`src/sv/time_set_command_parser_defines.svh`:
```
// Assertion macros for the time-set command parser.
// No dependencies; included by modules that carry concurrent checks.
`ifndef TIME_SET_COMMAND_PARSER_DEFINES_SVH
`define TIME_SET_COMMAND_PARSER_DEFINES_SVH

// Same-cycle implication, sampled on clk_i, off while rst_ni is low.
`define TSCP_ASSERT_IMPL(label, ante, cons, msg) \
  label: assert property (@(posedge clk_i) disable iff (!rst_ni) (ante) |-> (cons)) \
    else $error(msg);

// Next-cycle implication, sampled on clk_i, off while rst_ni is low.
`define TSCP_ASSERT_NEXT(label, ante, cons, msg) \
  label: assert property (@(posedge clk_i) disable iff (!rst_ni) (ante) |=> (cons)) \
    else $error(msg);

`endif

```
`src/sv/tscp_pkg.sv`:
```
// Shared types, state and event codes for the time-set command parser.
// No dependencies.
package tscp_pkg;

  localparam int unsigned StateW = 4;
  localparam int unsigned AccW   = 7;
  localparam int unsigned EventW = 3;
  localparam int unsigned HourW  = 5;
  localparam int unsigned MinW   = 6;

  // Parser states
  localparam logic [StateW-1:0] ST_IDLE = 4'd0;
  localparam logic [StateW-1:0] ST_BANG = 4'd1;
  localparam logic [StateW-1:0] ST_GOTT = 4'd2;
  localparam logic [StateW-1:0] ST_GOTI = 4'd3;
  localparam logic [StateW-1:0] ST_GOTM = 4'd4;
  localparam logic [StateW-1:0] ST_GOTE = 4'd5;
  localparam logic [StateW-1:0] ST_H1   = 4'd6;
  localparam logic [StateW-1:0] ST_H2   = 4'd7;
  localparam logic [StateW-1:0] ST_M1   = 4'd8;
  localparam logic [StateW-1:0] ST_M2   = 4'd9;
  localparam logic [StateW-1:0] ST_S1   = 4'd10;
  localparam logic [StateW-1:0] ST_S2   = 4'd11;
  localparam logic [StateW-1:0] ST_ACC  = 4'd12;

  typedef enum logic [EventW-1:0] {
    EV_NONE     = 3'd0,
    EV_NOTDIGIT = 3'd1,
    EV_HOUR     = 3'd2,
    EV_MINUTE   = 3'd3,
    EV_SECOND   = 3'd4,
    EV_OK       = 3'd5
  } event_e;

  localparam logic [7:0] CH_BANG  = 8'h21;
  localparam logic [7:0] CH_T     = 8'h54;
  localparam logic [7:0] CH_I     = 8'h49;
  localparam logic [7:0] CH_M     = 8'h4D;
  localparam logic [7:0] CH_E     = 8'h45;
  localparam logic [7:0] CH_COLON = 8'h3A;
  localparam logic [7:0] CH_HASH  = 8'h23;
  localparam logic [7:0] CH_ZERO  = 8'h30;
  localparam logic [7:0] CH_NINE  = 8'h39;

  localparam logic [AccW-1:0] HourMax   = 7'd23;
  localparam logic [AccW-1:0] MinSecMax = 7'd59;

  typedef struct packed {
    logic [StateW-1:0] parse_state;
    logic [AccW-1:0]   hour_acc;
    logic [AccW-1:0]   minute_acc;
    logic [AccW-1:0]   second_acc;
  } parse_t;

  typedef struct packed {
    logic [7:0]       echo_byte;
    event_e           event_res;
    logic [HourW-1:0] set_hour;
    logic [MinW-1:0]  set_minute;
    logic [MinW-1:0]  set_second;
  } result_t;

  // Expected byte in each header state; other states never use it.
  function automatic logic [7:0] hdr_expect(input logic [StateW-1:0] st);
    logic [7:0] ch;
    unique case (st)
      ST_BANG: ch = CH_T;
      ST_GOTT: ch = CH_I;
      ST_GOTI: ch = CH_M;
      ST_GOTM: ch = CH_E;
      ST_GOTE: ch = CH_COLON;
      default: ch = 8'h00;
    endcase
    return ch;
  endfunction

endpackage

```
`src/sv/tscp_if.sv`:
```
// Valid/ready channel interfaces for the time-set command parser.
// Depends on tscp_pkg.
interface tscp_in_if
  import tscp_pkg::*;
();
  logic       valid;
  logic       ready;
  logic [7:0] rx_byte;

  modport source (output valid, output rx_byte, input ready);
  modport sink   (input valid, input rx_byte, output ready);
endinterface

interface tscp_out_if
  import tscp_pkg::*;
();
  logic             valid;
  logic             ready;
  logic [7:0]       echo_byte;
  logic [EventW-1:0] event_res;
  logic [HourW-1:0] set_hour;
  logic [MinW-1:0]  set_minute;
  logic [MinW-1:0]  set_second;

  modport source (output valid, output echo_byte, output event_res, output set_hour,
                  output set_minute, output set_second, input ready);
  modport sink   (input valid, input echo_byte, input event_res, input set_hour,
                  input set_minute, input set_second, output ready);
endinterface

```
`src/sv/tscp_step.sv`:
```
// Next-state and result logic for one received byte.
// Depends on tscp_pkg.
module tscp_step
  import tscp_pkg::*;
(
  input  parse_t     cur_i,
  input  logic [7:0] byte_i,
  output parse_t     nxt_o,
  output result_t    res_o
);

  logic            is_digit;
  logic [3:0]      digit;
  logic [AccW-1:0] tens;
  logic [AccW-1:0] sum_h;
  logic [AccW-1:0] sum_m;
  logic [AccW-1:0] sum_s;

  assign is_digit = (byte_i >= CH_ZERO) && (byte_i <= CH_NINE);
  assign digit    = byte_i[3:0];
  // digit * 10 as shift-and-add
  assign tens  = {digit, 3'b000} + {2'b00, digit, 1'b0};
  assign sum_h = cur_i.hour_acc + {3'b000, digit};
  assign sum_m = cur_i.minute_acc + {3'b000, digit};
  assign sum_s = cur_i.second_acc + {3'b000, digit};

  always_comb begin
    nxt_o           = cur_i;
    res_o.echo_byte = byte_i;
    res_o.event_res = EV_NONE;
    res_o.set_hour  = '0;
    res_o.set_minute = '0;
    res_o.set_second = '0;
    unique case (cur_i.parse_state) inside
      [ST_BANG:ST_GOTE]: begin
        if (byte_i == hdr_expect(cur_i.parse_state)) begin
          nxt_o.parse_state = cur_i.parse_state + 4'd1;
        end else if (byte_i == CH_BANG) begin
          nxt_o.parse_state = ST_BANG;
        end else begin
          nxt_o.parse_state = ST_IDLE;
        end
      end
      [ST_H1:ST_S2]: begin
        if (!is_digit) begin
          res_o.event_res   = EV_NOTDIGIT;
          nxt_o.parse_state = ST_IDLE;
        end else begin
          unique case (cur_i.parse_state)
            ST_H1: begin
              nxt_o.hour_acc    = tens;
              nxt_o.parse_state = ST_H2;
            end
            ST_H2: begin
              nxt_o.hour_acc = sum_h;
              if (sum_h > HourMax) begin
                res_o.event_res   = EV_HOUR;
                nxt_o.parse_state = ST_IDLE;
              end else begin
                nxt_o.parse_state = ST_M1;
              end
            end
            ST_M1: begin
              nxt_o.minute_acc  = tens;
              nxt_o.parse_state = ST_M2;
            end
            ST_M2: begin
              nxt_o.minute_acc = sum_m;
              if (sum_m > MinSecMax) begin
                res_o.event_res   = EV_MINUTE;
                nxt_o.parse_state = ST_IDLE;
              end else begin
                nxt_o.parse_state = ST_S1;
              end
            end
            ST_S1: begin
              nxt_o.second_acc  = tens;
              nxt_o.parse_state = ST_S2;
            end
            default: begin
              nxt_o.second_acc = sum_s;
              if (sum_s > MinSecMax) begin
                res_o.event_res   = EV_SECOND;
                nxt_o.parse_state = ST_IDLE;
              end else begin
                nxt_o.parse_state = ST_ACC;
              end
            end
          endcase
        end
      end
      ST_ACC: begin
        if (byte_i == CH_HASH) begin
          res_o.event_res   = EV_OK;
          res_o.set_hour    = cur_i.hour_acc[HourW-1:0];
          res_o.set_minute  = cur_i.minute_acc[MinW-1:0];
          res_o.set_second  = cur_i.second_acc[MinW-1:0];
          nxt_o.parse_state = ST_IDLE;
        end
      end
      default: begin
        // idle and unused codes
        nxt_o.parse_state = (byte_i == CH_BANG) ? ST_BANG : ST_IDLE;
      end
    endcase
  end

endmodule

```
`src/sv/time_set_command_parser.sv`:
```
// Time-set command parser: recognizes "!TIME:HHMMSS#" in a byte stream.
// Receive side (in_ch) takes one character word per accepted handshake;
// transmit side (out_ch) returns exactly one result word per character:
// the echoed character, an event code, and on event "accepted" the time.
// A word accepted on in_ch waits in the input register, is decoded against
// the parser state and is registered in the result register. Throughput:
// one word per cycle while out_ch.ready is high; the state loop is a single
// register stage, so each word sees the state left by the one before it.
// Reset (rst_ni low, asynchronous) empties both registers and returns the
// parser to idle with all field values zero.
// When the receiver holds out_ch.ready low, the result register holds its
// word; one more word may wait in the input register, after which
// in_ch.ready drops until the result is taken. No word is lost or repeated.
// Depends on tscp_pkg, tscp_if.sv, tscp_step and the defines header.
`include "time_set_command_parser_defines.svh"

module time_set_command_parser
  import tscp_pkg::*;
(
  input  logic        clk_i,
  input  logic        rst_ni,
  tscp_in_if.sink     in_ch,
  tscp_out_if.source  out_ch
);

  logic       in_valid_q;
  logic [7:0] in_byte_q;
  logic       out_valid_q;
  result_t    res_q;
  result_t    res_d;
  parse_t     st_q;
  parse_t     st_d;
  logic       out_load;
  logic       fire;

  assign out_load    = !out_valid_q || out_ch.ready;
  assign fire        = in_valid_q && out_load;
  assign in_ch.ready = !in_valid_q || out_load;

  tscp_step u_step (
    .cur_i  (st_q),
    .byte_i (in_byte_q),
    .nxt_o  (st_d),
    .res_o  (res_d)
  );

  always_ff @(posedge clk_i or negedge rst_ni) begin
    if (!rst_ni) begin
      in_valid_q  <= 1'b0;
      out_valid_q <= 1'b0;
      st_q        <= '0;
    end else begin
      if (in_ch.ready) begin
        in_valid_q <= in_ch.valid;
      end
      if (out_load) begin
        out_valid_q <= in_valid_q;
      end
      if (fire) begin
        st_q <= st_d;
      end
    end
  end

  always_ff @(posedge clk_i) begin
    if (in_ch.ready && in_ch.valid) begin
      in_byte_q <= in_ch.rx_byte;
    end
    if (fire) begin
      res_q <= res_d;
    end
  end

  assign out_ch.valid      = out_valid_q;
  assign out_ch.echo_byte  = res_q.echo_byte;
  assign out_ch.event_res  = res_q.event_res;
  assign out_ch.set_hour   = res_q.set_hour;
  assign out_ch.set_minute = res_q.set_minute;
  assign out_ch.set_second = res_q.set_second;

  `TSCP_ASSERT_IMPL(a_state_legal, 1'b1, st_q.parse_state <= ST_ACC, "parser state code unused")
  `TSCP_ASSERT_IMPL(a_time_range, out_valid_q && res_q.event_res == EV_OK,
    res_q.set_hour <= 5'd23 && res_q.set_minute <= 6'd59 && res_q.set_second <= 6'd59,
    "accepted time out of range")
  `TSCP_ASSERT_IMPL(a_time_zero, out_valid_q && res_q.event_res != EV_OK,
    res_q.set_hour == '0 && res_q.set_minute == '0 && res_q.set_second == '0,
    "time fields set without accept")
  `TSCP_ASSERT_NEXT(a_no_drop, in_valid_q && !out_load, in_valid_q && $stable(st_q),
    "pending word dropped or state moved while stalled")

endmodule

```
`src/flat_wrapper.sv`:
```
// flat-port wrapper written by rule: the top's interface ports become plain ports
module time_set_command_parser_flat import tscp_pkg::*;
  (clk_i, rst_ni, in_ch_valid, in_ch_rx_byte, in_ch_ready, out_ch_valid, out_ch_echo_byte, out_ch_event_res, out_ch_set_hour, out_ch_set_minute, out_ch_set_second, out_ch_ready);
  tscp_in_if in_ch_i ();
  tscp_out_if out_ch_i ();
  input  logic clk_i;
  input  logic rst_ni;
  input wire logic [$bits(in_ch_i.valid)-1:0] in_ch_valid;
  input wire logic [$bits(in_ch_i.rx_byte)-1:0] in_ch_rx_byte;
  output wire logic [$bits(in_ch_i.ready)-1:0] in_ch_ready;
  output wire logic [$bits(out_ch_i.valid)-1:0] out_ch_valid;
  output wire logic [$bits(out_ch_i.echo_byte)-1:0] out_ch_echo_byte;
  output wire logic [$bits(out_ch_i.event_res)-1:0] out_ch_event_res;
  output wire logic [$bits(out_ch_i.set_hour)-1:0] out_ch_set_hour;
  output wire logic [$bits(out_ch_i.set_minute)-1:0] out_ch_set_minute;
  output wire logic [$bits(out_ch_i.set_second)-1:0] out_ch_set_second;
  input wire logic [$bits(out_ch_i.ready)-1:0] out_ch_ready;
  assign in_ch_i.valid = in_ch_valid;
  assign in_ch_i.rx_byte = in_ch_rx_byte;
  assign in_ch_ready = in_ch_i.ready;
  assign out_ch_valid = out_ch_i.valid;
  assign out_ch_echo_byte = out_ch_i.echo_byte;
  assign out_ch_event_res = out_ch_i.event_res;
  assign out_ch_set_hour = out_ch_i.set_hour;
  assign out_ch_set_minute = out_ch_i.set_minute;
  assign out_ch_set_second = out_ch_i.set_second;
  assign out_ch_i.ready = out_ch_ready;
  time_set_command_parser u_core (.clk_i(clk_i), .rst_ni(rst_ni), .in_ch(in_ch_i), .out_ch(out_ch_i));
endmodule
```
`config.mk`:
```
export PLATFORM = sky130hd
export DESIGN_NAME = time_set_command_parser_flat
export DESIGN_NICKNAME = d
export VERILOG_FILES = /design/src/sv/tscp_pkg.sv /design/src/sv/tscp_if.sv /design/src/sv/tscp_step.sv /design/src/sv/time_set_command_parser.sv /design/src/flat_wrapper.sv
export VERILOG_INCLUDE_DIRS = /design/src /design/src/sv
export SDC_FILE = /design/constraint.sdc
export NUM_CORES = 1
export LEC_CHECK = 0
export ABC_AREA = 1
export BUFFER_PORTS_ARGS = -buffer_cell sky130_fd_sc_hd__buf_2
export CORE_MARGIN = 2
export CORE_UTILIZATION = 35
export DETAILED_ROUTE_END_ITERATION = 12
export GPL_TIMING_DRIVEN = 0
export HOLD_SLACK_MARGIN = 0.1
export PLACE_DENSITY = 0.59
export SLEW_MARGIN = 25
export SYNTH_ARGS = -nofsm -noshare
export SYNTH_HDL_FRONTEND = slang
export SYNTH_SLANG_ARGS = --single-unit
```
`constraint.sdc`:
```
create_clock -name clk_i -period 2.1 [get_ports clk_i]
set_input_delay 0.21 -clock clk_i [delete_from_list [all_inputs] [get_ports clk_i]]
set_output_delay 0.21 -clock clk_i [all_outputs]
set_load 0.02 [all_outputs]
```
* Yosys cells after proc, flatten, opt, wreduce, memory -nomap -nowiden
Index checks and enable logic that the tools add are counted.
** Word-level totals
- Register bits after elaboration :: 63
- Bits in latches :: 0
- Memory bits (writable) :: 0
- Bits in read-only memories :: 0
- Input bits :: 12
- Output and inout port bits :: 30
- Memories kept :: 0
** Cells by class
- Add/subtract/negate cells :: 5
- $mul :: 0
- Divide/modulo/power cells :: 0
- Order comparisons :: 9
- Eq/ne operators :: 15
- Shifts and indexed selects :: 0
- Muxes and demuxes :: 21
- Bitwise logic cells :: 1
- Reduce and logical (&&, ||, !) cells :: 18
** Operators with widths (number)
- $pmux 7 s2 :: 3
- $pmux 7 s5 :: 1
- $mux 4 :: 6
- $add 7x4->7 :: 3
- $mux 20 :: 1
- $pmux 4 s5 :: 1
- $eq 4x3->1 const B :: 4
- $eq 4x4->1 const B :: 4
- $eq 8x6->1 const B :: 2
- $gt 7x6->1 const B :: 2
- $pmux 4 s3 :: 1
- $reduce_and 4->1 :: 3
- $pmux 3 s3 :: 1
- $eq 4x2->1 const B :: 2
- $eq 8x8->1 :: 1
- $ge 8x6->1 const B :: 1
- $le 8x6->1 const B :: 1
- $mux 8 :: 1
- $add 7x5->7 :: 1
- $gt 7x5->1 const B :: 1
- $mux 3 :: 2
- $pmux 3 s2 :: 1
- $logic_and 1x1->1 :: 5
- $add 4x1->4 const B :: 1
- other kinds (15) :: 20

* Longest topological paths before layout
Gate-level depths: netlist (run 1).
- Depth after elaboration :: 6
- Gate-level depth with buffers :: 15
- Gate-level depth less buffers :: 15

* Cells and area by module
From an unflattened synthesis (run 1), not the netlist that was laid out.
** Second synthesis, totals
- Cells, all modules :: 559
- Area total of the unflattened synthesis :: 4312.9 um^2
** By module, submodules not included
- time_set_command_parser :: instances 1, cells each 154, area each 2222.1 um^2
- tscp_step :: instances 1, cells each 405, area each 2090.8 um^2

* Worst setup path before layout (run 1)
No wires, ideal clock.
- Path type :: flip-flop to flip-flop
- From :: register u_core.in_byte_q[0]
- To :: register u_core.st_q[22] in the netlist's numbering
- Setup time :: 0.117 ns
- Data arrival time :: 2.072 ns
- Data required time :: 1.983 ns
- Setup slack :: -0.089 ns
- Cell stages (with the launch flop) :: 15
- Path buffers :: 0
- Period minus slack after synthesis :: 2.189 ns
- Path through :: edfxtp_1 > ha_1 > fa_1 > nand3_1 > nand2_1 > nand2_1 > nand2_1 > nor2_1 > nand2_1 > nand3_1 > nand2_1 > o21ai_0 > nand2_1 > nand2_1 > nand2_1
** Between the ends
- Longest elaborated chain between the ends :: 6
- Elaborated cells on any way between the ends :: 14
** Ends and longest elaborated chain
- start: declaration :: line time_set_command_parser.sv:27 : logic [7:0] in_byte_q;
- start signal: assignment :: line time_set_command_parser.sv:67 : in_byte_q <= in_ch.rx_byte;
- $add 7x4->7 :: line tscp_step.sv:24 : assign sum_m = cur_i.minute_acc + {3'b000, digit};
- $gt 7x6->1 :: line tscp_step.sv:69 : if (sum_m > MinSecMax) begin
- $mux 4 :: line tscp_step.sv:69
- $pmux 4 s5 :: line tscp_step.sv:49 : unique case (cur_i.parse_state)
- $mux 4 :: line tscp_step.sv:45 : if (!is_digit) begin
- $pmux 4 s3 :: line tscp_step.sv:34 : unique case (cur_i.parse_state) inside
- end signal: assignment :: line time_set_command_parser.sv:60 : st_q <= st_d;
- end: declaration :: line time_set_command_parser.sv:31 : parse_t st_q;
Several ways; a longest one is shown, not always the timed one.
A chain may end at the register's enable or synchronous reset.

* Worst setup path after layout (run 1)
- From :: register u_core.in_byte_q[1]
- To :: register u_core.st_q[24] in the netlist's numbering
** Between the ends
- Longest elaborated chain between the ends :: 6
- Elaborated cells on any way between the ends :: 20
** Ends and longest elaborated chain
- $add 7x4->7, on equally long branches :: line tscp_step.sv:25, tscp_step.sv:23, tscp_step.sv:24
- $gt 7x6->1 (tied with other cells) :: line tscp_step.sv:82 : if (sum_s > MinSecMax) begin
- $mux 4, on equally long branches :: line tscp_step.sv:82, tscp_step.sv:56, tscp_step.sv:69
- $pmux 4 s5 :: line tscp_step.sv:49
- $mux 4 :: line tscp_step.sv:45
- $pmux 4 s3 :: line tscp_step.sv:34
Several ways; a longest one is shown, not always the timed one.

==> metrics.md, run 1 <==
| Metric | Value |
|---|---|
| Top Ports | 42 |
| Cell family with most CP delay | simple AND/OR/NAND/NOR gates |
| PortBufs | 41 |
| Async set-reset flop share out of synthesis | 42.9% |
| Sequence of cells on the critical path | buf_4 -> inv_4 -> fa_2 -> nand3b_1 -> nand3_1 -> nand2_1 -> nor2_2 -> nand2_1 -> nand3_2 -> nand2_2 -> o21ai_2 -> nand2_1 -> nand2_1 -> nand2_1 |
| Switch share | 29.3% |
| Syn Area/Cell | roughly 8.3 um^2 |
| Initial Util | 35.6% |
| Placed cell count | 641 |
| Wirelength per Cell | 14.0 um |
| Clk slew on worst S/H paths | 70 ps |
| Seq pwr share | 42.8% |
| Combinational Power Share | 20.9% |
| CTS tree | done |
| Mapped Cells | 460 |
| Number of synthesized register bits | 63 |
| Proportion of layout cells with a drive suffix above 1 | 29.0% |
| Via count of the first global-routing pass | 3233 |
| Die W | 109 um |
| CTS sink cnt | 63 |
| CP max stage cell | edfxtp_1 |
| Top-area cell type share of the netlist area | between 20 and 30% |
| Crit Path Class | flop to flop |
| Clock skew | 6.66 ps |
| Final nets | 578 |
| Cell mode on critical path | nand2_1 |
| # H-tree levels | 3 |
| Leak | 0.00237 uW |
| Period utilisation layout | 104% |
| CP arrival | ~2400 ps |
| Detail Route Antenna Nets | 0 |
| WL final | 9650 um |
| Post-Syn Area | 0.00383 mm^2 |
| Clock Path Buffers | 2 |
| Dominant cells by area after synthesis | edfxtp_1, dfrtp_1, nand2_1, ha_1, inv_1 |
| NetSw | 993 uW |
| Clk pwr share | 36.3% |
| Tmin final | approximately 2200 ps |
| Gr ovfl total | 0 |
| Top cells by count, synth | nand2_1, inv_1, nor2_1 |
| Power Density | 683 mW/mm^2 |
| Post-route insts no fill | 688 |
| Synth area leader | edfxtp_1 |
| GRT Util Overall | 16.8% |
| Top FF cell, synth | edfxtp_1 |
| Max stage delay on crit path | around 440 ps |
| Max-slew violations | 0 |
| Status | complete, but fails checks |
| Mapped Nets | 495 |
| Final setup viols | 4 |
| Initial DRC Count | 183 |
| Setup crit end kind | flop |
| Inserted Clock Buffers | 9 |
| Overall Power | ~3400 uW |
| Vias post-DR | 3416 |
| Failing checks | setup timing |
| Maximum vdd ir drop | 454 uV |
| Warnings, synthesis | 0 |
| Post-synth EDFFs | 36 |
| Critical path fanouts, max | 5 |
| Clock Tree Root | clkbuf_8 |
| Diode count | 0 |
| Chip Height | 109 um |
| Maxcap violations | 0 |
| P&R area growth vs syn | 29.7% |
| Startpoint Class | flop |
| Worst Path Required | 2350 ps |
| Final Hold Viols | 0 |
| Yosys cell types | 37 |
| Clk Latency, worst-skew pair | approximately 360 ps |
| Drt drc | 0 |
| Most numerous cell in the Yosys netlist | nand2_1 |
| Core footprint | 0.0107 mm^2 |
| Hold WC Path Type | primary input to flop |
| Num rows | 38 |
| Slew @ Worst Pin | 688 ps |
| Global placer's final weighted congestion | a little under 0.9 |
| Slew margin rel. | 54.1% |
| Vias per cell | 4.97 |
| First-pass detailed-route iteration total | 5 |
| Buffers & Inverters on Critical Path | 2 |
| Final WS setup | -80.2 ps |
| Part of the Yosys area used for sequential elements | a little under half |
| Unrepaired setup endpoints after global routing | true |
| DP Area | around 0.0042 mm^2 |
| Die Area | 0.0118 mm^2 |
| Int Power | 2400 uW |
| Setup_tns | -264 ps |
| Finished Cell Area | 0.00496 mm^2 |
| Global-route wire length before repair | 15100 um |
| Antenna violations before repair | 0 |
| Post-DP HPWL | 6360 um |
| Largest net degree at the start of global routing | 29 |
| Fmax | 0.459 GHz |
[sequential cells by signal (all words and copies together), names as in the netlist]
register and count:
u_core.out_ch.event_res 3, u_core.out_ch.echo_byte 8, u_core.in_byte_q 8, u_core.out_ch.valid 1, u_core.st_q 25, u_core.in_valid_q 1
u_core.out_ch.set_second 6, u_core.out_ch.set_hour 5, u_core.out_ch.set_minute 6
[cell type report]
class	count	area, um^2
Clock buffer	11	151
Fill cell	1051	5780
Timing Repair Buffer	72	494
Clock inverter	5	80.1
Inverter	69	262
Buffer	6	38.8
Multi-Input combinational cell	322	2010
Tap cell	140	175
Sequential cell	63	1760
[power by group through the flow]
stage	clock network [uW]	registers, uW	logic (uW)
after CTS	1250	1450	643
after detailed placement	0	1490	575
after global routing	1320	1460	788
after floorplan	0	1560	322
final	1230	1450	709
after global placement	0	1490	568
[timing repair]
action / in CTS / in global routing
resized for setup: 13 / 58
pin swaps: 6 / 31
hold buffers: 10 / 0
hold endpoints to repair: 36 / 0
buffers inserted: 12 / 9
endpoints found under the setup margin: 30 / 32
[layout by cell type, fill, tap and decap left out, types with 4 or more instances in the layout]
cell type,netlist,layout
a21oi_1,19,16
buf_2,4,44
buf_4,0,16
buf_6,1,4
clkbuf_8,0,11
dfrtp_1,27,27
dlygate4sd3_1,0,10
edfxtp_1,36,36
ha_1,19,11
ha_4,0,6
inv_1,61,54
inv_2,8,14
nand2_1,109,99
nand2_2,3,13
nand3_1,35,30
nand3_2,2,7
nand4_1,11,11
nor2_1,41,38
nor2_2,6,7
nor2_4,3,5
o211ai_1,5,5
o21ai_0,28,24
o21ai_1,10,11
o21ai_2,1,4
xor2_1,5,4
[per-stage QoR]
step	hold slack, ps	worst slack, ps	util, %
floorplan	-85.6	-3.74	-
global placement	289	-617	39.3
detailed placement	291	-673	39.3
CTS	111	-83.3	43.6
global route	153	-213	46.2
finish	120	-80.2	46.2
[cells by family after synthesis]
group | Yosys count | share of synthesized area, %
DFF | 63 | 45.9
and+or+nand+nor | 221 | 26.3
xor gates and xnor gates | 7 | 1.60
AOI/OAI and AO/OA | 69 | 9.74
buffers and inverters | 75 | 7.68
adders and majority gates | 23 | 8.30
muxes | 2 | 0.523
[worst reg2reg max path, cell delays in order (launching register included)]
cell and delay (ps):
edfxtp_1 440, buf_4 180, inv_4 70, fa_2 350, nand3b_1 210, nand3_1 130, nand2_1 90, nor2_2 130
nand2_1 90, nand3_2 80, nand2_2 70, o21ai_2 60, nand2_1 60, nand2_1 60, nand2_1 50
[worst paths after layout]
path,startpoint,endpoint,slack [ps],cells past startpoint
setup / recovery,u_core.in_byte_q[1]$_DFFE_PP_,u_core.st_q[24]$_DFFE_PN0P_,-80,14
hold / removal,out_ch_ready,u_core.out_ch.valid$_DFFE_PN0P_,120,4
setup reg to reg,u_core.in_byte_q[1]$_DFFE_PP_,u_core.st_q[24]$_DFFE_PN0P_,-80,14
hold reg to reg,u_core.in_byte_q[6]$_DFFE_PP_,u_core.out_ch.echo_byte[6]$_DFFE_PP_,510,0
max in group asynchronous,rst_ni,u_core.st_q[21]$_DFFE_PN0P_,1230,2
min in group asynchronous,rst_ni,u_core.st_q[1]$_DFFE_PN0P_,430,2
[per-layer routing]
layer	part of all wire (%)	global-route usage [%]
met1	44	21.1
met2	48	27.4
met3	5.3	4.46
met4	3.0	6.87
met5	0	0
(Power assumes the default switching activity.)
==> run 2: changes to the inputs <==
- CORE_ASPECT_RATIO: unset -> 0.7
- RECOVER_POWER: unset -> 25
==> metrics.md, run 2 (same netlist as run 1, synthesis figures left out) <==
| Metric | Value |
|---|---|
| Fmax | 0.447 GHz (-2.5%) |
| Final nets | 589 (+1.9%) |
| CP arrival | 2310 ps (-120 ps) |
| Vias post-DR | 3429 (+0.38%) |
| Post-DP HPWL | 6550 um (+3.0%) |
| Setup_tns | -625 ps (-361 ps) |
| Unrepaired setup endpoints after global routing | true |
| Die Area | 0.0118 mm^2 (+0.12%) |
| Gr ovfl total | 0 (unchanged) |
| Multi-input gate area | 0.00198 mm^2 (-1.2%) |
| Final Hold Viols | 0 (unchanged) |
| Clk slew on worst S/H paths | 50 ps (-20 ps) |
| Hold WC Path Type | primary input to flop |
| R2r setup slk | -140 ps (-60 ps) |
| Crit Path Class | flop to flop |
| CTS tree | done |
| Combinational Power Share | 20.1% (-0.8 points) |
| Global placer's final weighted congestion | 0.875 (-1.1%) |
| Num rows | 31 (-18%) |
| GRT Util Overall | 16.3% (-0.52 points) |
| Most frequent cells in the layout | nand2_1, inv_1, buf_2 |
| Initial Util | 36.4% (+0.79 points) |
| Global-route wire length before repair | 14800 um (-2.0%) |
| R2r endpoint | u_core.out_ch.event_res[0]$_DFFE_PP_ |
| Fillers | 1028 (-2.2%) |
| Final setup viols | 6 (+2) |
| Top reg by flops | u_core.st_q |
| Detail Route Antenna Nets | 0 (unchanged) |
| Leak | 0.00243 uW (+2.6%) |
| Overall Power | 3560 uW (+4.9%) |
| First-pass detailed-route iteration total | 5 (unchanged) |
| Commonest non-fill, non-tap cell in the layout | nand2_1 |
| CTS sink cnt | 63 (unchanged) |
| Initial DRC Count | 250 (+37%) |
| Status | complete, but fails checks |
| Max-slew violations | 0 (unchanged) |
| Maximum vdd ir drop | 363 uV (-20%) |
| Top Ports | 42 (unchanged) |
| FF+latch area | 0.00176 mm^2 (about the same) |
| Via count of the first global-routing pass | 3023 (-6.5%) |
| Tmin final | 2240 ps (+55.8 ps) |
| Placed cell count | 649 (+1.2%) |
| # H-tree levels | 3 (unchanged) |
| WL final | 9580 um (-0.74%) |
| P&R area growth vs syn | 32.2% |
| Pre-CTS setup slack | -660 ps (+12.7 ps) |
| Seq pwr share | 41.0% (-1.8 points) |
| Inserted Clock Buffers | 9 (unchanged) |
| Clock skew | 4.59 ps (-2.08 ps) |
| Clk pwr share | 39.0% (+2.7 points) |
| Fin util | 48.1% (+2.0 points) |
| Antenna violations before repair | 0 (unchanged) |
| Worst Setup SP | u_core.in_byte_q[0]$_DFFE_PP_ |
| Die W | 129 um (+19%) |
| Largest net degree at the start of global routing | 29 (unchanged) |
| Worst Reg-to-Reg Cells | 11 (-3) |
| Crit path depth | 11 (-3) |
| Critical path fanouts, max | 7 (+2) |
| End of the critical path | u_core.out_ch.event_res[0]$_DFFE_PP_ |
| Buffers & Inverters on Critical Path | 2 (unchanged) |
| Proportion of layout cells with a drive suffix above 1 | 30.1% (+1.0 points) |
| CP max stage cell | fa_2 |
| Period utilisation layout | 106% (+2.7 points) |
| Vias per cell | 4.85 (-2.3%) |
| Maxcap violations | 0 (unchanged) |
| Clk Latency, worst-skew pair | 340 ps (-20 ps) |
| Worst Path Required | 2170 ps (-180 ps) |
| Final WS setup | -136 ps (-55.8 ps) |
| Failing checks | setup timing |
| Power Density | 703 mW/mm^2 (+2.8%) |
| Drt drc | 0 (unchanged) |
| Wirelength per Cell | 13.5 um (-3.4%) |
| PortBufs | 41 (unchanged) |
| Switch share | 28.5% (-0.75 points) |
| Int Power | 2540 uW (+6.0%) |
| Cell family with most CP delay | adder cells |
| Clock Path Buffers | 2 (unchanged) |
| Post-route insts no fill | 707 (+2.8%) |
| Clock Tree Root | clkbuf_16 |
| NetSw | 1010 uW (+2.2%) |
| Chip Height | 91.5 um (-16%) |
| Max stage delay on crit path | 420 ps (-20 ps) |
| Sequence of cells on the critical path | buf_6 -> ha_4 -> fa_2 -> xor2_1 -> nand3_1 -> nor2_1 -> nand2_1 -> buf_4 -> nand2_2 -> a21oi_2 -> o21ai_2 |
| Slew margin rel. | 55.5% (+1.3 points) |
| Max reg flops | 25 (unchanged) |
| Slew @ Worst Pin | 668 ps (-20.0 ps) |
| Setup crit end kind | flop |
| Worst R2R Start | u_core.in_byte_q[0]$_DFFE_PP_ |
| Core footprint | 0.0105 mm^2 (-2.2%) |
| Diode count | 0 (unchanged) |
| Startpoint Class | flop |
## run 2: cell count changes in the layout (fill, tap and decap cells not counted), sizes merged
cell,change
bufinv,-2
clkinv,+1
buf,+11
clkbuf,+2
inv,-1
## run 2: power groups by stage
stage                     clock network, uW  registers [uW]  logic, uW
after detailed placement                  0            1500        570
after CTS                              1410            1450        660
after global routing                   1460            1460        785
final                                  1390            1460        713
after global placement                    0            1500        563
after floorplan                           0            1560        322
## run 2: worst reg2reg max path, stage by stage, from the launching register on
cell and delay, ps:
edfxtp_1 370, buf_6 160, ha_4 180, fa_2 420
xor2_1 180, nand3_1 100, nor2_1 50, nand2_1 110
buf_4 130, nand2_2 50, a21oi_2 150, o21ai_2 80
## run 2: final cells by class
class | count | share of cell area (%)
multi-input combinational | 322 | 39.1
sequential | 63 | 34.7
timing repair buffer | 83 | 10.9
inverter | 69 | 5.24
clock buffer | 13 | 5.14
tap | 148 | 3.66
buffer | 6 | 0.816
clock inverter | 3 | 0.346
## run 2: metrics by stage
step	instance area [um^2]	hold WS, ps
after floorplan	3840	-85.6
after global placement	4230	285
after detailed placement	4230	288
after CTS	4830	145
after global routing	5060	185
final	5060	156
## run 2: per-layer routing
layer	GRT usage [%]	routed length, um	up-vias
li1	-	-	1720
met1	23.4	4780	1600
met2	24.0	4180	91
met3	4.12	492	18
met4	4.89	127	0
met5	0	0	-
## run 2: worst min path at each step
stage,startpoint,end,slack (ps),cells past startpoint
2_1_floorplan,rst_ni,u_core.in_valid_q$_DFFE_PN0N_,-90,0
3_3_place_gp,rst_ni,u_core.st_q[4]$_DFFE_PN0P_,280,1
3_5_place_dp,rst_ni,u_core.st_q[4]$_DFFE_PN0P_,290,1
4_1_cts,out_ch_ready,u_core.out_ch.valid$_DFFE_PN0P_,150,4
5_1_grt,out_ch_ready,u_core.out_ch.valid$_DFFE_PN0P_,190,4
6_report,out_ch_ready,u_core.out_ch.valid$_DFFE_PN0P_,160,4
## run 2: repair_timing
action	in CTS	in global routing
endpoints found under the setup margin	32	34
setup buffers	18	14
endpoints found under the hold margin	36	0
pin swaps	9	18
hold buffers	10	0
resized for setup	21	41
==> run 3: changes to the inputs <==
- SKIP_CTS_REPAIR_TIMING: unset -> 1
- TNS_END_PERCENT: unset -> 30
==> metrics.md, run 3 (same netlist as run 1, synthesis figures left out) <==
| Metric | Value |
|---|---|
| Status | complete, but fails checks |
| Failing checks | setup timing |
| Core footprint | 0.0105 mm^2 (unchanged) |
| Max reg flops | 25 (unchanged) |
| Cell mode on critical path | nand2_1 |
| Period utilisation layout | 110% (+3.3 points) |
| Commonest non-fill, non-tap cell in the layout | nand2_1 |
| Vias per cell | 4.82 (-0.64%) |
| Global-route wire length before repair | 14400 um (-2.9%) |
| Unrepaired setup endpoints after global routing | true |
| Post-route insts no fill | 696 (-1.6%) |
| Startpoint Class | flop |
| Vias post-DR | 3354 (-2.2%) |
| Diode count | 0 (unchanged) |
| Most frequent cells in the layout | nand2_1, inv_1, buf_2 |
| Top reg by flops | u_core.st_q |
| Die Area | 0.0118 mm^2 (unchanged) |
| CTS sink cnt | 63 (unchanged) |
| Num rows | 31 (unchanged) |
| Cell family with most CP delay | simple AND/OR/NAND/NOR gates |
| First-pass detailed-route iteration total | 5 (unchanged) |
| Wirelength per Cell | 13.6 um (+0.58%) |
| Slew @ Worst Pin | 672 ps (+4.17 ps) |
| Initial DRC Count | 271 (+8.4%) |
| Slew margin rel. | 55.2% (-0.28 points) |
| Clk Latency, worst-skew pair | 330 ps (about the same) |
| PortBufs | 41 (unchanged) |
| Int Power | 2510 uW (-1.0%) |
| Sequence of cells on the critical path | clkinvlp_4 -> fa_2 -> nand3b_1 -> nand2_1 -> nand2_2 -> o21ai_2 -> nand2_2 -> inv_2 -> nand3_2 -> nand2_2 -> o21ai_2 -> nand2_1 -> nand2_1 -> nand2_1 |
| Fmax | 0.434 GHz (-3.0%) |
| Clock Path Buffers | 2 (unchanged) |
| GRT Util Overall | 15.8% (-0.46 points) |
| CP max stage cell | edfxtp_1 |
| Final Hold Viols | 0 (unchanged) |
| Worst Path Required | 2370 ps (+200 ps) |
| P&R area growth vs syn | 28.1% |
| Seq pwr share | 41.5% (+0.5 points) |
| Setup crit end kind | flop |
| Largest net degree at the start of global routing | 29 (unchanged) |
| Switch share | 28.5% (-0.079 points) |
| Power Density | 717 mW/mm^2 (+2.1%) |
| Via count of the first global-routing pass | 2912 (-3.7%) |
| Crit Path Class | flop to flop |
| Detail Route Antenna Nets | 0 (unchanged) |
| CP arrival | 2580 ps (+270 ps) |
| Buffers & Inverters on Critical Path | 2 (unchanged) |
| DP Area | 0.00423 mm^2 (unchanged) |
| Max stage delay on crit path | 520 ps (+100 ps) |
| Chip Height | 91.5 um (unchanged) |
| Antenna violations before repair | 0 (unchanged) |
| Final nets | 578 (-1.9%) |
| Clock skew | 4.18 ps (-0.401 ps) |
| CTS tree | done |
| Clk slew on worst S/H paths | 50 ps (about the same) |
| Final WS setup | -206 ps (-69.6 ps) |
| Leak | 0.00237 uW (-2.2%) |
| Post-DP HPWL | 6550 um (unchanged) |
| WL final | 9490 um (-0.98%) |
| Max-slew violations | 0 (unchanged) |
| Maxcap violations | 0 (unchanged) |
| Fillers | 1057 (+2.8%) |
| Clock Tree Root | clkbuf_16 |
| Final setup viols | 21 (+15) |
| Drt drc | 0 (unchanged) |
| Initial Util | 36.4% (unchanged) |
| Inserted Clock Buffers | 9 (unchanged) |
| Finished Cell Area | 0.00490 mm^2 (-3.1%) |
| Gr ovfl total | 0 (unchanged) |
| Critical path fanouts, max | 4 (-3) |
| Top Ports | 42 (unchanged) |
| Tmin final | 2310 ps (+69.6 ps) |
| Placed cell count | 649 (unchanged) |
| Maximum vdd ir drop | 361 uV (-0.47%) |
| NetSw | 1000 uW (-1.4%) |
| Combinational Power Share | 19.2% (-0.9 points) |
| Clk pwr share | 39.3% (+0.3 points) |
| Global placer's final weighted congestion | 0.875 (unchanged) |
| Pre-CTS setup slack | -660 ps (unchanged) |
| Hold WC Path Type | primary input to flop |
| Die W | 129 um (unchanged) |
| # H-tree levels | 3 (unchanged) |
| Proportion of layout cells with a drive suffix above 1 | 25.5% (-4.5 points) |
-- run 3: changes by cell type in the layout (fill, tap and decap cells not counted), moves of 2 or more --
cell | previous run | this run
nand2_1 | 99 | 104
o21ai_0 | 21 | 23
nand2_2 | 13 | 7
buf_4 | 31 | 19
buf_2 | 43 | 45
o21ai_1 | 13 | 11
ha_1 | 10 | 14
inv_1 | 55 | 57
buf_6 | 3 | 1
ha_4 | 6 | 3
-- run 3: final timing paths --
check	start	end	slack, ps	cells after the start
setup reg to reg	u_core.in_byte_q[1]$_DFFE_PP_	u_core.st_q[23]$_DFFE_PN0P_	-210	14
hold / removal	in_ch_valid	u_core.in_valid_q$_DFFE_PN0N_	100	3
max in group asynchronous	rst_ni	u_core.st_q[24]$_DFFE_PN0P_	1200	2
min in group asynchronous	rst_ni	u_core.st_q[4]$_DFFE_PN0P_	460	2
hold reg to reg	u_core.in_byte_q[6]$_DFFE_PP_	u_core.out_ch.echo_byte[6]$_DFFE_PP_	480	0
setup / recovery	u_core.in_byte_q[1]$_DFFE_PP_	u_core.st_q[23]$_DFFE_PN0P_	-210	14
-- run 3: power by group through the flow --
stage	clock network, uW	logic [uW]	registers, uW
floorplan	0	322	1560
detailed placement	0	570	1500
global placement	0	563	1500
finish	1380	674	1460
global route	1460	744	1470
CTS	1410	571	1470
-- run 3: worst reg2reg max path, cell delays in order, from the launching register on --
cell and delay (ps):
edfxtp_1 520, clkinvlp_4 200, fa_2 380, nand3b_1 190, nand2_1 120, nand2_2 80
o21ai_2 150, nand2_2 80, inv_2 60, nand3_2 70, nand2_2 100, o21ai_2 60
nand2_1 100, nand2_1 60, nand2_1 70
-- run 3: per-layer routing --
layer,vias up,wire length (um),track usage [%]
met3,13,545,4.60
met1,1551,4760,23.0
met5,-,0,0
met4,0,114,4.89
met2,93,4060,22.6
li1,1697,-,-
-- run 3: final cells by class --
type	instances	area [um^2]	share of cell area (%)
inverter	69	263	5.36
clock buffer	13	260	5.31
tap	148	185	3.78
timing repair buffer	72	487	9.93
buffer	6	36.3	0.740
multi-input combinational	322	1900	38.7
clock inverter	3	17.5	0.357
sequential	63	1760	35.8
-- run 3: through the flow --
| step | TNS (ps) | hold WS, ps | power (uW) | utilization [%] |
|---|---|---|---|---|
| 2_1_floorplan | -3.74 | -85.6 | 1890 | - |
| 5_1_grt | -5140 | 108 | 3680 | 46.6 |
| 3_5_place_dp | -7140 | 288 | 2070 | 40.2 |
| 4_1_cts | -7590 | -64.5 | 3450 | 42.9 |
| 6_report | -1780 | 100 | 3510 | 46.6 |
| 3_3_place_gp | -6600 | 285 | 2060 | 40.2 |
